[config.mk]
export PLATFORM = sky130hd
export DESIGN_NAME = ntp_seconds_to_civil_datetime_unit
export DESIGN_NICKNAME = d
export VERILOG_FILES = /design/src/rtl/ntpcvt_pkg.sv /design/src/rtl/ntp_seconds_to_civil_datetime_unit.sv
export SDC_FILE = /design/constraint.sdc
export NUM_CORES = 2
export LEC_CHECK = 0
export ABC_CLOCK_PERIOD_IN_PS = 18700
export BUFFER_PORTS_ARGS = -buffer_cell sky130_fd_sc_hd__buf_2
export CAP_MARGIN = 20
export CELL_PAD_IN_SITES_DETAIL_PLACEMENT = 1
export CELL_PAD_IN_SITES_GLOBAL_PLACEMENT = 1
export CORE_MARGIN = 3
export CORE_UTILIZATION = 58
export CTS_BUF_LIST = sky130_fd_sc_hd__clkbuf_4 sky130_fd_sc_hd__clkbuf_8
export DETAILED_ROUTE_END_ITERATION = 6
export MAX_ROUTING_LAYER = met4
export PLACE_DENSITY = 0.95
export SYNTH_ARGS = -nofsm -noshare
export SYNTH_HDL_FRONTEND = slang
export SYNTH_SLANG_ARGS = --single-unit
[constraint.sdc]
create_clock -name clk_i -period 18.7 [get_ports clk_i]
set_input_delay 0.935 -clock clk_i [delete_from_list [all_inputs] [get_ports clk_i]]
set_output_delay 0.935 -clock clk_i [all_outputs]
set_load 0.02 [all_outputs]
[src/rtl/ntpcvt_pkg.sv]
`timescale 1ns / 1ps
`default_nettype none

package ntpcvt_pkg;

  // NTP seconds at 1970-01-01 00:00:00, low 32 bits (the subtraction wraps mod 2^32)
  localparam logic [31:0] UnixAtNtp     = 32'd2208988800;
  localparam logic [32:0] SecsPerDay    = 33'd86400;
  localparam logic [32:0] SecsPerHour33 = 33'sd3600;
  localparam logic signed [4:0] TzMin   = -5'sd14;
  localparam logic signed [4:0] TzMax   = 5'sd14;

  // floor(x / 675) = (x * Recip675) >> 36 for x < 2^26 (86400 = 128 * 675)
  localparam logic [26:0] Recip675      = 27'd101806633;
  localparam int unsigned Shift675      = 36;
  localparam logic [26:0] Div675        = 27'd675;

  // day offset from 0000-03-01 to 1970-01-01, less the one-day bias of stage one
  localparam logic [19:0] EpochShift    = 20'd719467;
  localparam logic [19:0] Era4Start     = 20'd584388;  // 4 * 146097
  localparam logic [19:0] Era5Start     = 20'd730485;  // 5 * 146097

  // reciprocals of 365 for the 16-bit and 18-bit operands
  localparam logic [16:0] Recip365Lo    = 17'd91930;   // shift 25
  localparam logic [17:0] Recip365Hi    = 18'd183860;  // shift 26
  localparam logic [17:0] CentDay1      = 18'd36524;
  localparam logic [17:0] CentDay2      = 18'd73048;
  localparam logic [17:0] CentDay3      = 18'd109572;
  localparam logic [17:0] EraLastDay    = 18'd146096;

  localparam logic [13:0] Recip225      = 14'd9321;    // shift 21
  localparam logic [10:0] Recip15       = 11'd1093;    // shift 14
  localparam logic [10:0] Recip153      = 11'd1714;    // shift 18
  localparam logic [10:0] Recip100      = 11'd1311;    // shift 17

  // first day of each month of a March-based year
  function automatic logic [8:0] month_start(input logic [3:0] mp);
    logic [8:0] r;
    case (mp)
      4'd0:    r = 9'd0;
      4'd1:    r = 9'd31;
      4'd2:    r = 9'd61;
      4'd3:    r = 9'd92;
      4'd4:    r = 9'd122;
      4'd5:    r = 9'd153;
      4'd6:    r = 9'd184;
      4'd7:    r = 9'd214;
      4'd8:    r = 9'd245;
      4'd9:    r = 9'd275;
      4'd10:   r = 9'd306;
      4'd11:   r = 9'd337;
      default: r = 9'd0;
    endcase
    return r;
  endfunction

  // two BCD digits of a value below 100; tens via multiply by 205 >> 11
  function automatic logic [7:0] bcd2(input logic [6:0] v);
    logic [14:0] p;
    logic [3:0]  t;
    logic [6:0]  u;
    p = 15'(v) * 15'd205;
    t = p[14:11];
    u = v - 7'(t) * 7'd10;
    return {t, u[3:0]};
  endfunction

endpackage

`default_nettype wire

[src/rtl/ntp_seconds_to_civil_datetime_unit.sv]
`timescale 1ns / 1ps
`default_nettype none

// NTP seconds to local civil date and time in packed BCD. A word is taken on
// every clock edge with start_i high; busy_o is held low, as the pipeline has
// no stall point. Each word comes out as a one-cycle done_o strobe with its
// fields; the receiver cannot hold results, so it must take them in that
// cycle. The pipeline is a chain of constant-reciprocal multipliers
// (days/seconds split, year of era, month, BCD) and compare and subtract
// steps (400-year era, remainders), each followed by a register.
// The time zone is sampled as the word enters;
// write it only while no word is in flight. A time zone outside -14..14 gives
// valid_res_o low with all digits zero.
module ntp_seconds_to_civil_datetime_unit (
  input  wire logic        clk_i,
  input  wire logic        rst_ni,
  input  wire logic        tz_we_i,
  input  wire logic [4:0]  timezone_hours_i,
  input  wire logic        start_i,
  input  wire logic [31:0] ntp_seconds_i,
  output logic             busy_o,
  output logic             done_o,
  output logic [15:0]      year_bcd_o,
  output logic [4:0]       month_bcd_o,
  output logic [5:0]       day_bcd_o,
  output logic [5:0]       hour_bcd_o,
  output logic [6:0]       minute_bcd_o,
  output logic [6:0]       second_bcd_o,
  output logic             valid_res_o
);

  localparam int unsigned Depth = 11;

  logic [4:0]       tz_q;
  logic [Depth-1:0] v_q, v_d;
  logic [Depth-2:0] ok_q;

  // stage registers
  logic [32:0] loc1_q;
  logic [16:0] dq2_q;
  logic [25:0] x2_q;
  logic [6:0]  lo2_q;
  logic [16:0] sod3_q;
  logic [17:0] doe3_q;
  logic        era3_q;
  logic [17:0] n4_q, doe4_q;
  logic        era4_q;
  logic [4:0]  hour4_q;
  logic [16:0] sod4_q;
  logic [8:0]  yoe5_q;
  logic [17:0] doe5_q;
  logic        era5_q;
  logic [4:0]  hour5_q;
  logic [11:0] rs5_q;
  logic [8:0]  doy6_q, yoe6_q;
  logic        era6_q;
  logic [4:0]  hour6_q;
  logic [5:0]  min6_q;
  logic [11:0] rs6_q;
  logic [3:0]  mp7_q;
  logic [8:0]  doy7_q, yoe7_q;
  logic        era7_q;
  logic [4:0]  hour7_q;
  logic [5:0]  min7_q, sec7_q;
  logic [11:0] year8_q;
  logic [3:0]  month8_q;
  logic [4:0]  day8_q, hour8_q;
  logic [5:0]  min8_q, sec8_q;
  logic [11:0] year9_q;
  logic [5:0]  yhi9_q;
  logic [7:0]  mo9_q, dy9_q, hr9_q, mi9_q, se9_q;
  logic [5:0]  yhi10_q;
  logic [6:0]  ylo10_q;
  logic [7:0]  mo10_q, dy10_q, hr10_q, mi10_q, se10_q;
  logic [15:0] year_bcd_q;
  logic [4:0]  month_bcd_q;
  logic [5:0]  day_bcd_q, hour_bcd_q;
  logic [6:0]  minute_bcd_q, second_bcd_q;
  logic        valid_res_q;

  // combinational per stage
  logic        tz_ok;
  logic [31:0] unix32;
  logic [32:0] tz_off, loc1_d;
  logic [52:0] dq_prod;
  logic [26:0] dq675, rem_full;
  logic [19:0] z3, doe_full;
  logic        era3_d;
  logic [32:0] a_prod;
  logic [7:0]  a4;
  logic [2:0]  b4;
  logic [17:0] n4_d;
  logic [26:0] hr_prod;
  logic [35:0] y_prod;
  logic [16:0] hr3600, rs_full;
  logic [1:0]  c100;
  logic [17:0] yd, doy_full;
  logic [20:0] mi_prod;
  logic [10:0] mp_num;
  logic [21:0] mp_prod;
  logic [11:0] sec_full;
  logic [8:0]  day_full;
  logic [3:0]  month8_d;
  logic [11:0] year8_d;
  logic [22:0] yhi_prod;
  logic [11:0] ylo_full;

  assign busy_o = 1'b0;
  assign tz_ok  = ($signed(tz_q) >= ntpcvt_pkg::TzMin) && ($signed(tz_q) <= ntpcvt_pkg::TzMax);

  // stage 1: era fold (wrapping subtract), zone offset, one-day bias keeps it positive
  always_comb begin
    unix32 = ntp_seconds_i - ntpcvt_pkg::UnixAtNtp;
    tz_off = 33'($signed({{28{tz_q[4]}}, tz_q}) * $signed(ntpcvt_pkg::SecsPerHour33));
    loc1_d = {1'b0, unix32} + ntpcvt_pkg::SecsPerDay + tz_off;
  end

  // stage 2: day count = (loc >> 7) / 675
  assign dq_prod = 53'(loc1_q[32:7]) * 53'(ntpcvt_pkg::Recip675);

  // stage 3: second of day, then era and day of era by compare and subtract
  always_comb begin
    dq675    = 27'(dq2_q) * ntpcvt_pkg::Div675;
    rem_full = 27'(x2_q) - dq675;
    z3       = 20'(dq2_q) + ntpcvt_pkg::EpochShift;
    era3_d   = (z3 >= ntpcvt_pkg::Era5Start);
    doe_full = z3 - (era3_d ? ntpcvt_pkg::Era5Start : ntpcvt_pkg::Era4Start);
  end

  // stage 4: leap corrections of the year-of-era numerator; hour
  always_comb begin
    a_prod  = 33'(doe3_q[17:2]) * 33'(ntpcvt_pkg::Recip365Lo);
    a4      = a_prod[32:25];
    b4      = 3'(doe3_q >= ntpcvt_pkg::CentDay1) + 3'(doe3_q >= ntpcvt_pkg::CentDay2)
            + 3'(doe3_q >= ntpcvt_pkg::CentDay3) + 3'(doe3_q >= ntpcvt_pkg::EraLastDay);
    n4_d    = doe3_q - 18'(a4) + 18'(b4) - 18'(doe3_q == ntpcvt_pkg::EraLastDay);
    hr_prod = 27'(sod3_q[16:4]) * 27'(ntpcvt_pkg::Recip225);
  end

  // stage 5: year of era; seconds within the hour
  always_comb begin
    y_prod  = 36'(n4_q) * 36'(ntpcvt_pkg::Recip365Hi);
    hr3600  = 17'(hour4_q) * 17'd3600;
    rs_full = sod4_q - hr3600;
  end

  // stage 6: day of year; minute
  always_comb begin
    c100     = 2'(yoe5_q >= 9'd100) + 2'(yoe5_q >= 9'd200) + 2'(yoe5_q >= 9'd300);
    yd       = 18'(yoe5_q) * 18'd365 + 18'(yoe5_q[8:2]) - 18'(c100);
    doy_full = doe5_q - yd;
    mi_prod  = 21'(rs5_q[11:2]) * 21'(ntpcvt_pkg::Recip15);
  end

  // stage 7: March-based month; second
  always_comb begin
    mp_num   = 11'(doy6_q) * 11'd5 + 11'd2;
    mp_prod  = 22'(mp_num) * 22'(ntpcvt_pkg::Recip153);
    sec_full = rs6_q - 12'(min6_q) * 12'd60;
  end

  // stage 8: day, calendar month and year
  always_comb begin
    day_full = doy7_q - ntpcvt_pkg::month_start(mp7_q) + 9'd1;
    month8_d = (mp7_q < 4'd10) ? (mp7_q + 4'd3) : (mp7_q - 4'd9);
    year8_d  = 12'(yoe7_q) + (era7_q ? 12'd2000 : 12'd1600) + 12'(month8_d <= 4'd2);
  end

  // stages 9 and 10: split year into centuries and rest
  assign yhi_prod = 23'(year8_q) * 23'(ntpcvt_pkg::Recip100);
  assign ylo_full = year9_q - 12'(yhi9_q) * 12'd100;

  // valid bits and time zone register
  assign v_d = {v_q[Depth-2:0], start_i};

  always_ff @(posedge clk_i or negedge rst_ni) begin
    if (!rst_ni) begin
      tz_q <= '0;
      v_q  <= '0;
    end else begin
      if (tz_we_i) begin
        tz_q <= timezone_hours_i;
      end
      v_q <= v_d;
    end
  end

  // datapath; words march forward each cycle
  always_ff @(posedge clk_i) begin
    loc1_q   <= loc1_d;
    ok_q     <= {ok_q[Depth-3:0], tz_ok};
    dq2_q    <= dq_prod[ntpcvt_pkg::Shift675 +: 17];
    x2_q     <= loc1_q[32:7];
    lo2_q    <= loc1_q[6:0];
    sod3_q   <= {rem_full[9:0], lo2_q};
    doe3_q   <= doe_full[17:0];
    era3_q   <= era3_d;
    n4_q     <= n4_d;
    doe4_q   <= doe3_q;
    era4_q   <= era3_q;
    hour4_q  <= hr_prod[25:21];
    sod4_q   <= sod3_q;
    yoe5_q   <= y_prod[34:26];
    doe5_q   <= doe4_q;
    era5_q   <= era4_q;
    hour5_q  <= hour4_q;
    rs5_q    <= rs_full[11:0];
    doy6_q   <= doy_full[8:0];
    yoe6_q   <= yoe5_q;
    era6_q   <= era5_q;
    hour6_q  <= hour5_q;
    min6_q   <= mi_prod[19:14];
    rs6_q    <= rs5_q;
    mp7_q    <= mp_prod[21:18];
    doy7_q   <= doy6_q;
    yoe7_q   <= yoe6_q;
    era7_q   <= era6_q;
    hour7_q  <= hour6_q;
    min7_q   <= min6_q;
    sec7_q   <= sec_full[5:0];
    year8_q  <= year8_d;
    month8_q <= month8_d;
    day8_q   <= day_full[4:0];
    hour8_q  <= hour7_q;
    min8_q   <= min7_q;
    sec8_q   <= sec7_q;
    year9_q  <= year8_q;
    yhi9_q   <= yhi_prod[22:17];
    mo9_q    <= ntpcvt_pkg::bcd2(7'(month8_q));
    dy9_q    <= ntpcvt_pkg::bcd2(7'(day8_q));
    hr9_q    <= ntpcvt_pkg::bcd2(7'(hour8_q));
    mi9_q    <= ntpcvt_pkg::bcd2(7'(min8_q));
    se9_q    <= ntpcvt_pkg::bcd2(7'(sec8_q));
    yhi10_q  <= yhi9_q;
    ylo10_q  <= ylo_full[6:0];
    mo10_q   <= mo9_q;
    dy10_q   <= dy9_q;
    hr10_q   <= hr9_q;
    mi10_q   <= mi9_q;
    se10_q   <= se9_q;
  end

  // result register, loaded only for a live word and zeroed for a bad zone
  // (year always lies within 1969..2106 once the zone is legal)
  always_ff @(posedge clk_i) begin
    if (v_q[Depth-2]) begin
      if (ok_q[Depth-2]) begin
        year_bcd_q   <= {ntpcvt_pkg::bcd2(7'(yhi10_q)), ntpcvt_pkg::bcd2(ylo10_q)};
        month_bcd_q  <= mo10_q[4:0];
        day_bcd_q    <= dy10_q[5:0];
        hour_bcd_q   <= hr10_q[5:0];
        minute_bcd_q <= mi10_q[6:0];
        second_bcd_q <= se10_q[6:0];
        valid_res_q  <= 1'b1;
      end else begin
        year_bcd_q   <= '0;
        month_bcd_q  <= '0;
        day_bcd_q    <= '0;
        hour_bcd_q   <= '0;
        minute_bcd_q <= '0;
        second_bcd_q <= '0;
        valid_res_q  <= 1'b0;
      end
    end
  end

  assign done_o       = v_q[Depth-1];
  assign year_bcd_o   = year_bcd_q;
  assign month_bcd_o  = month_bcd_q;
  assign day_bcd_o    = day_bcd_q;
  assign hour_bcd_o   = hour_bcd_q;
  assign minute_bcd_o = minute_bcd_q;
  assign second_bcd_o = second_bcd_q;
  assign valid_res_o  = valid_res_q;

  // every strobe comes from a word taken a fixed latency earlier
  a_done_from_start: assert property (@(posedge clk_i) disable iff (!rst_ni)
    done_o |-> $past(start_i, Depth))
    else $error("result strobe without matching start");

  // a valid result names a month of 1..12, a non-zero day and an hour up to 23
  a_valid_date: assert property (@(posedge clk_i) disable iff (!rst_ni)
    (done_o && valid_res_o) |-> (month_bcd_o != 5'd0 && day_bcd_o != 6'd0 &&
                                 month_bcd_o <= 5'h12 && hour_bcd_o <= 6'h23))
    else $error("valid result out of calendar range");

  // an invalid result carries zero year, month, day and second digits
  a_invalid_zero: assert property (@(posedge clk_i) disable iff (!rst_ni)
    (done_o && !valid_res_o) |-> (year_bcd_o == 16'd0 && month_bcd_o == 5'd0 &&
                                  day_bcd_o == 6'd0 && second_bcd_o == 7'd0))
    else $error("invalid result with non-zero digits");

endmodule

`default_nettype wire

==> flow_summary.json <==
{
  "synth_common_cells": "ha_1, inv_1, fa_1, dfxtp_1, xnor2_1",
  "area_delta_synth_final_pct": 7.85,
  "grt_pass1_wl_mm": 289,
  "syn_area_per_cell_um2": 10.6,
  "num_vias": 39100,
  "final_layout_size_suffix_gt1_frac": 0.0574,
  "cts_buffer_depth": 3,
  "fp.coreArea_um2": 84500,
  "slew_headroom": 0.244,
  "drc": 0,
  "clock_latency_ns": 0.77,
  "slowest_delay_ns": 0.97,
  "synthArstFlopShare": 0.0348,
  "wl_per_cell_um": 31.6,
  "worst_pin_slew_ns": 1.13,
  "synth_warnings": 0,
  "seqCellArea_um2": 9760,
  "clock_skew_ns": 0.0532,
  "hp-class": "input port to asynchronous set/reset pin",
  "nFillCells": 8875,
  "cts_sinks": 460,
  "portBuffers": 88,
  "initial_core_util": 0.591,
  "crit_type": "flop to flop",
  "yosysTopAreaCellShare": 0.329,
  "grt_max_degree": 49,
  "dr.first_iter.drc_count": 2966,
  "antenna_found_initial": 12,
  "ys.flop_type": "dfxtp_1",
  "setup_tns_ns": 0,
  "ff2ff_setup_slack_ns": 7.72,
  "finalWirelength_mm": 192,
  "dieWidth_um": 299,
  "hold_viol_final": 0,
  "setup_viol": 0,
  "numCtsBuffers": 83,
  "dp_hpwl_mm": 127,
  "grt-ovfl-total": 0,
  "die_y_um": 299,
  "multi_input_area_um2": 35900,
  "fin_crit_ns": 10.98,
  "crit_slowest_cell": "dfxtp_1",
  "ys_types": 82,
  "cts_tree": "built",
  "post_cts_buffers": 0,
  "dr.pass1.iters": 7,
  "drv_slew": 0,
  "critPathMaxFanout": 13,
  "syn_inst": 4687,
  "yosysMostFrequentCell": "ha_1",
  "synth-seq-area-share": 0.196,
  "met1_usage": 0.403,
  "place_congestion": 0.930,
  "endpoint_kind": "flop",
  "grtUsageMet3": 0.129,
  "cp.arrival_ns": 11.63,
  "cp-start-kind": "flop",
  "yosysTopAreaCell": "ha_1",
  "postCtsResizedCells": 0,
  "rsz0062_at_grt": "false",
  "boundaryPins": 91,
  "row_count": 106,
  "drv_cap": 0,
  "max_freq_mhz": 91.0,
  "met2_usage": 0.741,
  "synth_edf_count": 47,
  "synth_seq_cells": 460,
  "gr-max-usage-layer": "met2",
  "avgViaCountPerCell": 6.43,
  "htree_levels": 3,
  "grt_pass1_vias": 47200,
  "grtUsageTotal": 0.447,
  "cts_hold_buf": 0,
  "nets": 6795,
  "fin_crit_sh": 0.587,
  "status": "completed",
  "final_antenna_net_count": 0,
  "cp_data_required_time_ns": 19.34,
  "syn_area_um2": 49900,
  "path_clk_slew_ns": 0.07,
  "die_area_um2": 89600,
  "synthTopCellsByArea": "ha_1, fa_1, dfxtp_1",
  "cts-root-buf": "clkbuf_8"
}
## final timing paths
path                               to  cells after the start              from
setup reg to reg             n4_q[16]                     32         doe3_q[8]
min in group clk_i          loc1_q[3]                      1  ntp_seconds_i[3]
setup / recovery             n4_q[16]                     32         doe3_q[8]
hold reg to reg            ylo10_q[1]                      0        year9_q[1]
max in group asynchronous      v_q[9]                      1            rst_ni
hold / removal                 v_q[0]                      1            rst_ni
## stage by stage
step | util | setup slack, ns | hold slack [ns] | instance area (µm²) | instances
floorplan | - | 10.25 | 0.310 | 49900 | 4688
global placement | 0.613 | 9.31 | 0.310 | 51800 | 5912
detailed placement | 0.613 | 8.66 | 0.313 | 51800 | 5912
CTS | 0.637 | 8.10 | 0.170 | 53800 | 6068
global route | 0.637 | 7.57 | 0.201 | 53800 | 6078
finish | 0.637 | 7.72 | 0.198 | 53800 | 6081
## per-layer routing
metal,vias to the layer above,wire length [µm]
met3,1825,14500
met4,0,24300
met5,-,0
met1,19100,60000
li1,15400,-
met2,2783,93500
## critical path, delay by kind of cell (launching register included)
family / cells / cell delay [ns]
adders and majority gates: 10 / 4.52
and+or+nand+nor: 2 / 0.32
buffers and inverters: 5 / 0.34
xor gates and xnor gates: 2 / 0.42
AOI/OAI and AO/OA: 13 / 4.29
DFF: 1 / 0.97
## cell type report
class	instances	area share
Multi-Input combinational cell	3091	0.667
Sequential cell	460	0.181
Inverter	1129	0.0787
Clock buffer	113	0.0272
Tap cell	1134	0.0264
Timing Repair Buffer	98	0.00958
Clock inverter	43	0.00944
Antenna cell	13	0.000604
## logic make-up after synthesis
| group | Yosys count | synth area share |
|---|---|---|
| adder cells (fa/ha/maj) | 1891 | 0.561 |
| other | 1 | 0.0000751 |
| AND/OR/NAND/NOR | 439 | 0.0440 |
| flip-flops | 460 | 0.196 |
| AO/OA/AOI/OAI | 479 | 0.0637 |
| XOR/XNOR | 276 | 0.0489 |
| multiplexers | 4 | 0.000827 |
| buffers and inverters | 1137 | 0.0857 |
## flip-flops by register name (all words and copies together), names as in the netlist, 9 cells and up, named ones only
signal / count
sod3_q: 17
ok_q: 10
doe4_q: 9
x2_q: 10
year_bcd_o: 15
yoe7_q: 9
doe5_q: 9
dq2_q: 17
v_q: 11
yoe5_q: 9
sod4_q: 12
n4_q: 18
year8_q: 12
doy6_q: 9
yoe6_q: 9
doe3_q: 18
rs5_q: 12
loc1_q: 33
## cells in the final DEF, fill, tap and decap left out, drive strengths merged, types with 17 or more instances in the layout
master | netlist | final
a21o | 75 | 75
or2 | 17 | 17
inv | 1128 | 1133
buf | 2 | 98
o21a | 35 | 35
fa | 580 | 580
a21oi | 134 | 134
clkbuf | 6 | 113
xnor2 | 202 | 202
edfxtp | 47 | 47
nor2 | 119 | 119
o21bai | 28 | 28
nand3 | 25 | 25
a31oi | 22 | 22
xor2 | 73 | 73
ha | 1311 | 1311
and2 | 47 | 47
o21ai | 79 | 79
dfxtp | 397 | 397
nor3 | 38 | 38
clkinv | 1 | 26
nand4 | 20 | 20
nor2b | 30 | 30
nand2 | 90 | 90
Power is left out: the tool's default activity adds up to more than one toggle a clock period on the data nets, which glitch-free logic cannot reach.
